## src/rtl/lgps_pkg.sv

```systemverilog
// Shared types and constants of the LED group pattern sequencer.
package lgps_pkg;

  localparam int unsigned MAX_STEPS  = 16;
  localparam int unsigned MAX_LEDS   = 8;
  localparam int unsigned LANE_W     = 8;
  localparam int unsigned SLOT_W     = 4;
  localparam int unsigned DUR_W      = 16;
  localparam int unsigned DUTY_W     = 64;
  localparam int unsigned COUNT_W    = 5;
  localparam int unsigned ELAPSED_W  = 17;
  localparam int unsigned GROUP_W    = 4;

  localparam logic [ELAPSED_W-1:0] ELAPSED_MAX = '1;
  localparam logic [COUNT_W-1:0]   MAX_STEPS_C = COUNT_W'(MAX_STEPS);
  localparam logic [GROUP_W-1:0]   MAX_LEDS_C  = GROUP_W'(MAX_LEDS);

  typedef enum logic [1:0] {
    REQ_TICK  = 2'd0,
    REQ_LOAD  = 2'd1,
    REQ_START = 2'd2,
    REQ_STOP  = 2'd3
  } req_type_e;

  typedef struct packed {
    req_type_e          req_type;
    logic [SLOT_W-1:0]  step_slot;
    logic [DUR_W-1:0]   step_duration;
    logic [DUTY_W-1:0]  step_duties;
    logic [COUNT_W-1:0] step_count;
    logic               repeat_flag;
  } req_t;

  typedef struct packed {
    logic              running;
    logic [SLOT_W-1:0] step_index;
    logic [DUTY_W-1:0] duties;
    logic              start_ok;
    logic              finished;
  } rsp_t;

endpackage

```

## src/rtl/lgps_req_if.sv

```systemverilog
// Request channel: valid/ready handshake with the request fields.
interface lgps_req_if;
  import lgps_pkg::*;

  logic               valid;
  logic               ready;
  req_type_e          req_type;
  logic [SLOT_W-1:0]  step_slot;
  logic [DUR_W-1:0]   step_duration;
  logic [DUTY_W-1:0]  step_duties;
  logic [COUNT_W-1:0] step_count;
  logic               repeat_flag;

  modport source (
    output valid, req_type, step_slot, step_duration, step_duties, step_count, repeat_flag,
    input  ready
  );
  modport sink (
    input  valid, req_type, step_slot, step_duration, step_duties, step_count, repeat_flag,
    output ready
  );
endinterface

```

## src/rtl/lgps_rsp_if.sv

```systemverilog
// Result channel: valid/ready handshake with the result fields.
interface lgps_rsp_if;
  import lgps_pkg::*;

  logic              valid;
  logic              ready;
  logic              running;
  logic [SLOT_W-1:0] step_index;
  logic [DUTY_W-1:0] duties;
  logic              start_ok;
  logic              finished;

  modport source (
    output valid, running, step_index, duties, start_ok, finished,
    input  ready
  );
  modport sink (
    input  valid, running, step_index, duties, start_ok, finished,
    output ready
  );
endinterface

```

## src/rtl/lgps_in_stage.sv

```systemverilog
// Input register: captures one request transaction per cycle while it is empty or its held request is taken.
module lgps_in_stage (
  input  logic          clk_i,
  input  logic          rst_ni,
  lgps_req_if.sink      req_i,
  input  logic          take_i,
  output logic          valid_o,
  output lgps_pkg::req_t req_o
);
  import lgps_pkg::*;

  logic valid_q, valid_d;
  req_t data_q;
  logic accept;

  assign req_i.ready = !valid_q || take_i;
  assign accept      = req_i.valid && req_i.ready;

  always_comb begin
    valid_d = valid_q;
    if (accept) begin
      valid_d = 1'b1;
    end else if (take_i) begin
      valid_d = 1'b0;
    end
  end

  always_ff @(posedge clk_i or negedge rst_ni) begin
    if (!rst_ni) begin
      valid_q <= 1'b0;
    end else begin
      valid_q <= valid_d;
    end
  end

  always_ff @(posedge clk_i) begin
    if (accept) begin
      data_q.req_type      <= req_i.req_type;
      data_q.step_slot     <= req_i.step_slot;
      data_q.step_duration <= req_i.step_duration;
      data_q.step_duties   <= req_i.step_duties;
      data_q.step_count    <= req_i.step_count;
      data_q.repeat_flag   <= req_i.repeat_flag;
    end
  end

  assign valid_o = valid_q;
  assign req_o   = data_q;
endmodule

```

## src/rtl/lgps_core.sv

```systemverilog
// Sequencer state, step table and the single-pass update of one request.
module lgps_core (
  input  logic                        clk_i,
  input  logic                        rst_ni,
  input  logic                        cfg_we_i,
  input  logic [lgps_pkg::GROUP_W-1:0] cfg_wdata_i,
  input  logic                        fire_i,
  input  lgps_pkg::req_t              req_i,
  output lgps_pkg::rsp_t              rsp_o
);
  import lgps_pkg::*;

  logic [DUR_W-1:0]  dur_tab  [MAX_STEPS];
  logic [DUTY_W-1:0] duty_tab [MAX_STEPS];

  logic [GROUP_W-1:0]   member_q;
  logic                 playing_q, playing_d;
  logic [SLOT_W-1:0]    step_q, step_d;
  logic [ELAPSED_W-1:0] elapsed_q, elapsed_d;
  logic [COUNT_W-1:0]   count_q, count_d;
  logic                 repeat_q, repeat_d;

  logic [GROUP_W-1:0]   group;
  logic [DUTY_W-1:0]    lane_mask;
  logic [DUR_W-1:0]     cur_dur;
  logic [ELAPSED_W-1:0] elapsed_inc;
  logic [COUNT_W-1:0]   next_step;
  logic                 start_bad;
  logic                 load;
  logic                 ok, fin;
  logic [DUTY_W-1:0]    word;

  assign group = (member_q > MAX_LEDS_C) ? MAX_LEDS_C : member_q;

  always_comb begin
    for (int i = 0; i < MAX_LEDS; i++) begin
      lane_mask[i*LANE_W +: LANE_W] = (GROUP_W'(i) < group) ? '1 : '0;
    end
  end

  assign cur_dur     = dur_tab[step_q];
  assign elapsed_inc = (elapsed_q == ELAPSED_MAX) ? elapsed_q : elapsed_q + 1'b1;
  assign next_step   = {1'b0, step_q} + 1'b1;
  assign start_bad   = (req_i.step_count == '0) || (req_i.step_count > MAX_STEPS_C)
                       || (group == '0);
  assign load        = (req_i.req_type == REQ_LOAD);

  always_comb begin
    playing_d = playing_q;
    step_d    = step_q;
    elapsed_d = elapsed_q;
    count_d   = count_q;
    repeat_d  = repeat_q;
    ok        = 1'b0;
    fin       = 1'b0;
    unique case (req_i.req_type)
      REQ_TICK: begin
        if (playing_q && group != '0) begin
          elapsed_d = elapsed_inc;
          if (elapsed_inc >= {1'b0, cur_dur}) begin
            elapsed_d = '0;
            if (next_step >= count_q) begin
              step_d = '0;
              if (!repeat_q) begin
                playing_d = 1'b0;
                fin       = 1'b1;
              end
            end else begin
              step_d = next_step[SLOT_W-1:0];
            end
          end
        end
      end
      REQ_LOAD: begin
      end
      REQ_START: begin
        step_d    = '0;
        elapsed_d = '0;
        if (start_bad) begin
          playing_d = 1'b0;
        end else begin
          playing_d = 1'b1;
          count_d   = req_i.step_count;
          repeat_d  = req_i.repeat_flag;
          ok        = 1'b1;
        end
      end
      REQ_STOP: begin
        playing_d = 1'b0;
        step_d    = '0;
        elapsed_d = '0;
      end
      default: begin
      end
    endcase
  end

  // A load to the slot being shown is visible in the same result.
  assign word = (load && req_i.step_slot == step_d) ? req_i.step_duties : duty_tab[step_d];

  always_comb begin
    rsp_o.running    = playing_d;
    rsp_o.step_index = playing_d ? step_d : '0;
    rsp_o.duties     = playing_d ? (word & lane_mask) : '0;
    rsp_o.start_ok   = ok;
    rsp_o.finished   = fin;
  end

  always_ff @(posedge clk_i) begin
    if (fire_i && load) begin
      dur_tab[req_i.step_slot]  <= req_i.step_duration;
      duty_tab[req_i.step_slot] <= req_i.step_duties;
    end
  end

  always_ff @(posedge clk_i or negedge rst_ni) begin
    if (!rst_ni) begin
      member_q  <= '0;
      playing_q <= 1'b0;
      step_q    <= '0;
      elapsed_q <= '0;
      count_q   <= '0;
      repeat_q  <= 1'b0;
    end else begin
      if (cfg_we_i) begin
        member_q <= cfg_wdata_i;
      end
      if (fire_i) begin
        playing_q <= playing_d;
        step_q    <= step_d;
        elapsed_q <= elapsed_d;
        count_q   <= count_d;
        repeat_q  <= repeat_d;
      end
    end
  end
endmodule

```

## src/rtl/lgps_out_stage.sv

```systemverilog
// Result register: holds one result transaction until the sink takes it.
module lgps_out_stage (
  input  logic           clk_i,
  input  logic           rst_ni,
  input  logic           load_i,
  input  lgps_pkg::rsp_t rsp_i,
  output logic           free_o,
  lgps_rsp_if.source     rsp_o
);
  import lgps_pkg::*;

  logic valid_q, valid_d;
  rsp_t data_q;

  assign free_o = !valid_q || rsp_o.ready;

  always_comb begin
    valid_d = valid_q;
    if (load_i) begin
      valid_d = 1'b1;
    end else if (rsp_o.ready) begin
      valid_d = 1'b0;
    end
  end

  always_ff @(posedge clk_i or negedge rst_ni) begin
    if (!rst_ni) begin
      valid_q <= 1'b0;
    end else begin
      valid_q <= valid_d;
    end
  end

  always_ff @(posedge clk_i) begin
    if (load_i) begin
      data_q <= rsp_i;
    end
  end

  assign rsp_o.valid      = valid_q;
  assign rsp_o.running    = data_q.running;
  assign rsp_o.step_index = data_q.step_index;
  assign rsp_o.duties     = data_q.duties;
  assign rsp_o.start_ok   = data_q.start_ok;
  assign rsp_o.finished   = data_q.finished;
endmodule

```

## src/rtl/led_group_pattern_sequencer.sv

```systemverilog
// Top level of the LED group pattern sequencer.
// Path: an accepted request is held in the input register, then passes the
//   combinational update into the result register.
// Throughput: one request per cycle while the result sink is ready; the result register frees as it is read,
//   so the input register and the update stage advance together in every such cycle.
// Reset: rst_ni clears the group size, play state, step, elapsed count, step count, repeat flag and valid bits.
//   The step table holds no reset value and must be loaded before it is played.
module led_group_pattern_sequencer (
  input  logic                         clk_i,
  input  logic                         rst_ni,
  input  logic                         cfg_we_i,
  input  logic [lgps_pkg::GROUP_W-1:0] cfg_wdata_i,
  lgps_req_if.sink                     req_i,
  lgps_rsp_if.source                   rsp_o
);
  import lgps_pkg::*;

  // Request held in the input register, waiting for the update stage.
  logic in_valid;
  req_t in_req;

  // Result computed from the held request and the current play state.
  rsp_t core_rsp;

  // The result register can take a new transaction this cycle.
  logic out_free;

  // Advance one request through the update stage: state and result register
  // both load on the same edge, so each request sees what the one before left.
  logic fire;
  assign fire = in_valid && out_free;

  lgps_in_stage u_in_stage (
    .clk_i   (clk_i),
    .rst_ni  (rst_ni),
    .req_i   (req_i),
    .take_i  (fire),
    .valid_o (in_valid),
    .req_o   (in_req)
  );

  // Hold the step table, group size and play state; compute the next state
  // and the result of the held request in one short combinational pass.
  lgps_core u_core (
    .clk_i       (clk_i),
    .rst_ni      (rst_ni),
    .cfg_we_i    (cfg_we_i),
    .cfg_wdata_i (cfg_wdata_i),
    .fire_i      (fire),
    .req_i       (in_req),
    .rsp_o       (core_rsp)
  );

  // Drop the result into the output register; it holds under backpressure.
  lgps_out_stage u_out_stage (
    .clk_i  (clk_i),
    .rst_ni (rst_ni),
    .load_i (fire),
    .rsp_i  (core_rsp),
    .free_o (out_free),
    .rsp_o  (rsp_o)
  );
endmodule
```

## src/flat_wrapper.sv

```systemverilog
// flat-port wrapper written by rule: the top's interface ports become plain ports
module led_group_pattern_sequencer_flat import lgps_pkg::*;
  (clk_i, rst_ni, cfg_we_i, cfg_wdata_i, req_i_valid, req_i_req_type, req_i_step_slot, req_i_step_duration, req_i_step_duties, req_i_step_count, req_i_repeat_flag, req_i_ready, rsp_o_valid, rsp_o_running, rsp_o_step_index, rsp_o_duties, rsp_o_start_ok, rsp_o_finished, rsp_o_ready);
  lgps_req_if req_i_i ();
  lgps_rsp_if rsp_o_i ();
  input  logic clk_i;
  input  logic rst_ni;
  input  logic cfg_we_i;
  input  logic [lgps_pkg::GROUP_W-1:0] cfg_wdata_i;
  input wire logic [$bits(req_i_i.valid)-1:0] req_i_valid;
  input wire logic [$bits(req_i_i.req_type)-1:0] req_i_req_type;
  input wire logic [$bits(req_i_i.step_slot)-1:0] req_i_step_slot;
  input wire logic [$bits(req_i_i.step_duration)-1:0] req_i_step_duration;
  input wire logic [$bits(req_i_i.step_duties)-1:0] req_i_step_duties;
  input wire logic [$bits(req_i_i.step_count)-1:0] req_i_step_count;
  input wire logic [$bits(req_i_i.repeat_flag)-1:0] req_i_repeat_flag;
  output wire logic [$bits(req_i_i.ready)-1:0] req_i_ready;
  output wire logic [$bits(rsp_o_i.valid)-1:0] rsp_o_valid;
  output wire logic [$bits(rsp_o_i.running)-1:0] rsp_o_running;
  output wire logic [$bits(rsp_o_i.step_index)-1:0] rsp_o_step_index;
  output wire logic [$bits(rsp_o_i.duties)-1:0] rsp_o_duties;
  output wire logic [$bits(rsp_o_i.start_ok)-1:0] rsp_o_start_ok;
  output wire logic [$bits(rsp_o_i.finished)-1:0] rsp_o_finished;
  input wire logic [$bits(rsp_o_i.ready)-1:0] rsp_o_ready;
  assign req_i_i.valid = req_i_valid;
  assign req_i_i.req_type = req_i_req_type;
  assign req_i_i.step_slot = req_i_step_slot;
  assign req_i_i.step_duration = req_i_step_duration;
  assign req_i_i.step_duties = req_i_step_duties;
  assign req_i_i.step_count = req_i_step_count;
  assign req_i_i.repeat_flag = req_i_repeat_flag;
  assign req_i_ready = req_i_i.ready;
  assign rsp_o_valid = rsp_o_i.valid;
  assign rsp_o_running = rsp_o_i.running;
  assign rsp_o_step_index = rsp_o_i.step_index;
  assign rsp_o_duties = rsp_o_i.duties;
  assign rsp_o_start_ok = rsp_o_i.start_ok;
  assign rsp_o_finished = rsp_o_i.finished;
  assign rsp_o_i.ready = rsp_o_ready;
  led_group_pattern_sequencer u_core (.clk_i(clk_i), .rst_ni(rst_ni), .cfg_we_i(cfg_we_i), .cfg_wdata_i(cfg_wdata_i), .req_i(req_i_i), .rsp_o(rsp_o_i));
endmodule
```

## config.mk

```make
export PLATFORM = sky130hd
export DESIGN_NAME = led_group_pattern_sequencer_flat
export DESIGN_NICKNAME = d
export VERILOG_FILES = /design/src/rtl/lgps_pkg.sv /design/src/rtl/lgps_req_if.sv /design/src/rtl/lgps_rsp_if.sv /design/src/rtl/lgps_in_stage.sv /design/src/rtl/lgps_core.sv /design/src/rtl/lgps_out_stage.sv /design/src/rtl/led_group_pattern_sequencer.sv /design/src/flat_wrapper.sv
export SDC_FILE = /design/constraint.sdc
export NUM_CORES = 2
export LEC_CHECK = 0
export BUFFER_PORTS_ARGS = -buffer_cell sky130_fd_sc_hd__buf_2
export CAP_MARGIN = 20
export CORE_ASPECT_RATIO = 1.75
export CORE_UTILIZATION = 40
export CTS_CLUSTER_SIZE = 30
export DETAILED_ROUTE_END_ITERATION = 6
export REMOVE_ABC_BUFFERS = 1
export SLEW_MARGIN = 20
export SYNTH_ARGS = -nofsm -noshare
export SYNTH_HDL_FRONTEND = slang
export SYNTH_SLANG_ARGS = --single-unit
```

## constraint.sdc

```tcl
create_clock -name clk_i -period 9.2 [get_ports clk_i]
set_input_delay 0.46 -clock clk_i [delete_from_list [all_inputs] [get_ports clk_i]]
set_output_delay 0.46 -clock clk_i [all_outputs]
set_load 0.1 [all_outputs]
```

==> flow_summary.ini <==
[critical_path]
worst-r2r-setup-slack_ps = 2200
rr_startpoint = u_core.u_core.step_q[2]
worst-r2r-cell-count = 19
path_delay_family = compound AO/OA/AOI/OAI gates
timing.critical_path.from = u_core.u_core.step_q[2]
worstPathRequired_ps = 9670
critical_path_class = flop to flop
critical_path_buf_inv_count = 3
setup.worst_path.end = u_core.u_out_stage.rsp_o.duties[29]
critical_path.startpoint_type = flop
timing.critical_path.to_type = flop
cp_max_fo = 41
series_of_cell_instances_along_the_critical_path = buf_4, and2_1, a221oi_1, o21a_1, a221oi_1, ha_1, nand4_1, nor2_1, a21oi_1, o311ai_2, o21ai_4, mux2i_4, buf_4, nor2_4, buf_4, a32oi_1, and3_1, a31oi_1, a211oi_1
critical-path-slowest-cell = nor2_4
cp_data_arrival_time_ps = 7460
critical_path_depth = 19
crit_path_frequent_cell = buf_4
worstReg2RegEnd = u_core.u_out_stage.rsp_o.duties[29]
max_incr_delay_on_cp_ps = 730

[timing]
setup_failing_eps_final = 0
pins_over_slew_limit = 0
timing.fmax_mhz = 142.9
fin_hold_ws_ps = 403.7
worst-slew-pin-transition_ps = 1117
tns_ps = 0
clock-skew-final_ps = 28.83
rsz_0062_raised_after_global_routing = false
final_worst_path_period_need_ps = 6997
timing_hold_violations_final = 0
maxSlewHeadroom_pct = 25.54
min_period_over_period_pct = 76.05

[route]
met2_wirelength_um = 75310
routed_wirelength_um = 151900
firstDrtPassIters = 7
post_detailed_route_via_to_cell_ratio = 5.688
m1WireLength_um = 63540
detail_route.wl_per_cell_um = 25.79
vias = 33500
met3RoutedLength_um = 8653
initialDrtViolationCount = 3246
route.detailed.drc = 1
routed.top_layer = met4
final_antenna_net_count = 0

[layout]
layout.cell_area.non_filler_mm2 = 0.06618
filler_cell_count = 12280
drive_above_1_share_pct = 14.30
area.growth.synth_to_final_pct = 14.68
layout.nets = 4045
layoutNonFillerInstCount = 5890

[cts]
cts_inserted_buffers = 135
cts_setup_buffers = 0
skew_pair_late_insertion_delay_ps = 760
clock_tree.buffer_depth = 3
cts_root_buf = clkbuf_16
cts_tree = built
cts.clk_slew.worst_paths_ps = 70
cts_resized = 0
cts.sinks = 1477
ctsHtreeMaxLevel = 4

[outcome]
failed_checks = DRC
outcome = finished, violations left

[yosys]
postSynth.topFlopCell = edfxtp_1
synth_commonest_cells = 1443 x edfxtp_1, 713 x nand2_1, 204 x mux2i_1, 152 x a32oi_1, 110 x nand3_1
synth.distinct_cells = 74
number_of_register_bits_inferred_by_synthesis = 1477
edff_count_synth = 1443
synth-async-reset-ratio_pct = 2.302
yosys.cell_count.top_type = edfxtp_1
syn_warnings = 0
post-synth-top-area-fraction_pct = 75.08
post_synth_inst_count = 3633
synth_area_leaders = edfxtp_1 75%, nand2_1 4.6%, mux2i_1 3.5%
seq_area_frac_synth_pct = 76.56
syn-cell-area_mm2 = 0.05771
avgSynthCellArea_um2 = 15.89
synth_area_leader_cell = edfxtp_1

[min_path]
min-delay-path-class = input port to flop

[grt]
grt_usage_pct = 20.71
overflow_left_after_global_routing = 0
grt_start_max_net_pins = 99
number_of_antenna_violations_at_the_first_check_in_global_routing = 5
grt_pass1_vias = 33100
grt_pass1_wl_um = 221700

[floorplanning]
num_rows = 184
dieArea_mm2 = 0.1459
floorplan.die.height_um = 504.5
die_x_um = 289.1
ios = 174
floorplan.initialDensity_pct = 40.24
coreArea_mm2 = 0.1434

[placed_design]
dpl_cell_area_mm2 = 0.06086
numPortBuffers = 173
hpwl_um = 82650
gp_congestion = 0.8129
post-place-cells = 5540

[flow_run]
drv_cap = 0

[power]
leakage_power_nw = 21.53
areal_power_density_over_the_cells_mw_per_mm2 = 205.6
vdd.ir_drop.worst_uv = 204.6
[repair_timing]
action                                 4_1_cts  5_1_grt
setup endpoints to repair                    0        0
endpoints found under the hold margin      132        0
hold buffers                               104        0
[registers in the layout (all words and copies together), names as in the netlist]
| name | flops |
|---|---|
| u_core.u_core.count_q | 5 |
| u_core.u_core.dur_tab | 256 |
| u_core.u_core.duty_tab | 1024 |
| u_core.u_core.elapsed_q | 17 |
| u_core.u_core.member_q | 4 |
| u_core.u_core.playing_q | 1 |
| u_core.u_core.repeat_q | 1 |
| u_core.u_core.step_q | 4 |
| u_core.u_in_stage.req_o | 92 |
| u_core.u_in_stage.valid_o | 1 |
| u_core.u_out_stage.rsp_o.duties | 64 |
| u_core.u_out_stage.rsp_o.finished | 1 |
| u_core.u_out_stage.rsp_o.running | 1 |
| u_core.u_out_stage.rsp_o.start_ok | 1 |
| u_core.u_out_stage.rsp_o.step_index | 4 |
| u_core.u_out_stage.rsp_o.valid | 1 |
[layout make-up]
class                           count  area, µm²  share of cell area [%]
Sequential cell                  1477      44190                   66.76
Multi-Input combinational cell   1919      12560                   18.98
Clock buffer                      166       3621                   5.471
Timing Repair Buffer              376       2775                   4.193
Tap cell                         1860       2327                   3.516
Clock inverter                     79      660.6                  0.9982
Inverter                           12      47.55                 0.07184
Antenna cell                        1      2.502                0.003781
[cells by family after synthesis]
logic type,count (synthesis),share of synthesized area [%]
flops,1477,76.56
simple gates,1065,7.972
mux,266,5.392
buf+inv,237,2.062
compound gates,545,7.217
fa+ha+maj,23,0.4986
xor+xnor,20,0.3035
[worst min-delay path by stage]
stage | from | endpoint | slack, ps | depth (start not counted)
2_1_floorplan | rst_ni | u_core.u_core.count_q[0] | 160 | 0
3_3_place_gp | u_core.u_in_stage.valid_o | u_core.u_out_stage.rsp_o.valid | 470 | 1
3_5_place_dp | u_core.u_in_stage.valid_o | u_core.u_out_stage.rsp_o.valid | 490 | 1
6_report | req_i_step_duties[48] | u_core.u_in_stage.req_o[54] | 400 | 2
5_1_grt | req_i_step_duties[40] | u_core.u_in_stage.req_o[46] | 380 | 2
4_1_cts | req_i_step_duties[48] | u_core.u_in_stage.req_o[54] | 350 | 2
[per-stage QoR]
step / power, mW / utilization (%) / setup slack [ps]
after floorplan: 8.008 / - / -3860
after global placement: 8.207 / 42.43 / 2422
after detailed placement: 8.214 / 42.43 / 2292
after CTS: 13.71 / 46.14 / 2288
after global routing: 13.99 / 46.15 / 1844
final: 13.61 / 46.15 / 2203
[routing by layer]
metal	GRT usage (%)	vias to the layer above
li1	-	14760
met1	27.58	17270
met2	34.64	1223
met3	3.026	249
met4	6.784	0
met5	0	-
[layout by cell type, fill, tap and decap left out, drive strengths merged, types with 6 or more instances in the layout]
cell,synthesis,layout
bufinv,0,7
a32o,9,9
dlygate4sd3,0,104
o21a,18,18
nand3,110,110
clkinv,0,51
a21oi,45,45
clkinvlp,0,12
and3,102,102
mux2i,205,205
xor2,7,7
nor3,10,10
nor2,77,77
mux2,29,29
nor2b,6,6
nand2,714,714
a221oi,30,30
ha,23,23
inv,12,21
a31oi,67,67
dfrtp,34,34
o32ai,7,7
mux4,32,32
nor4,10,10
a31o,8,8
edfxtp,1443,1443
o21ai,51,51
o31ai,13,13
nand2b,10,10
clkbuf,96,166
a2111oi,6,6
a311oi,52,52
and2,6,6
o22ai,15,15
a211oi,49,49
nand4,10,10
xnor2,13,13
a32oi,152,152
buf,129,272
[worst register-to-register path, stage by stage, from the launching register on]
cell and delay, ps:
dfrtp_1 670, buf_4 310, and2_1 720, a221oi_1 260
o21a_1 240, a221oi_1 380, ha_1 260, nand4_1 120
nor2_1 110, a21oi_1 100, o311ai_2 640, o21ai_4 260
mux2i_4 260, buf_4 260, nor2_4 730, buf_4 660
a32oi_1 250, and3_1 240, a31oi_1 150, a211oi_1 90
[report_power, final]
| group | total [mW] | leakage [nW] | internal (mW) | switching, mW |
|---|---|---|---|---|
| combinational | 0.463 | 5.92 | 0.104 | 0.358 |
| clock | 5.51 | 2.06 | 3.02 | 2.48 |
| sequential | 7.64 | 13.5 | 7.50 | 0.141 |
No activity file was read; power rests on OpenSTA's default activity.
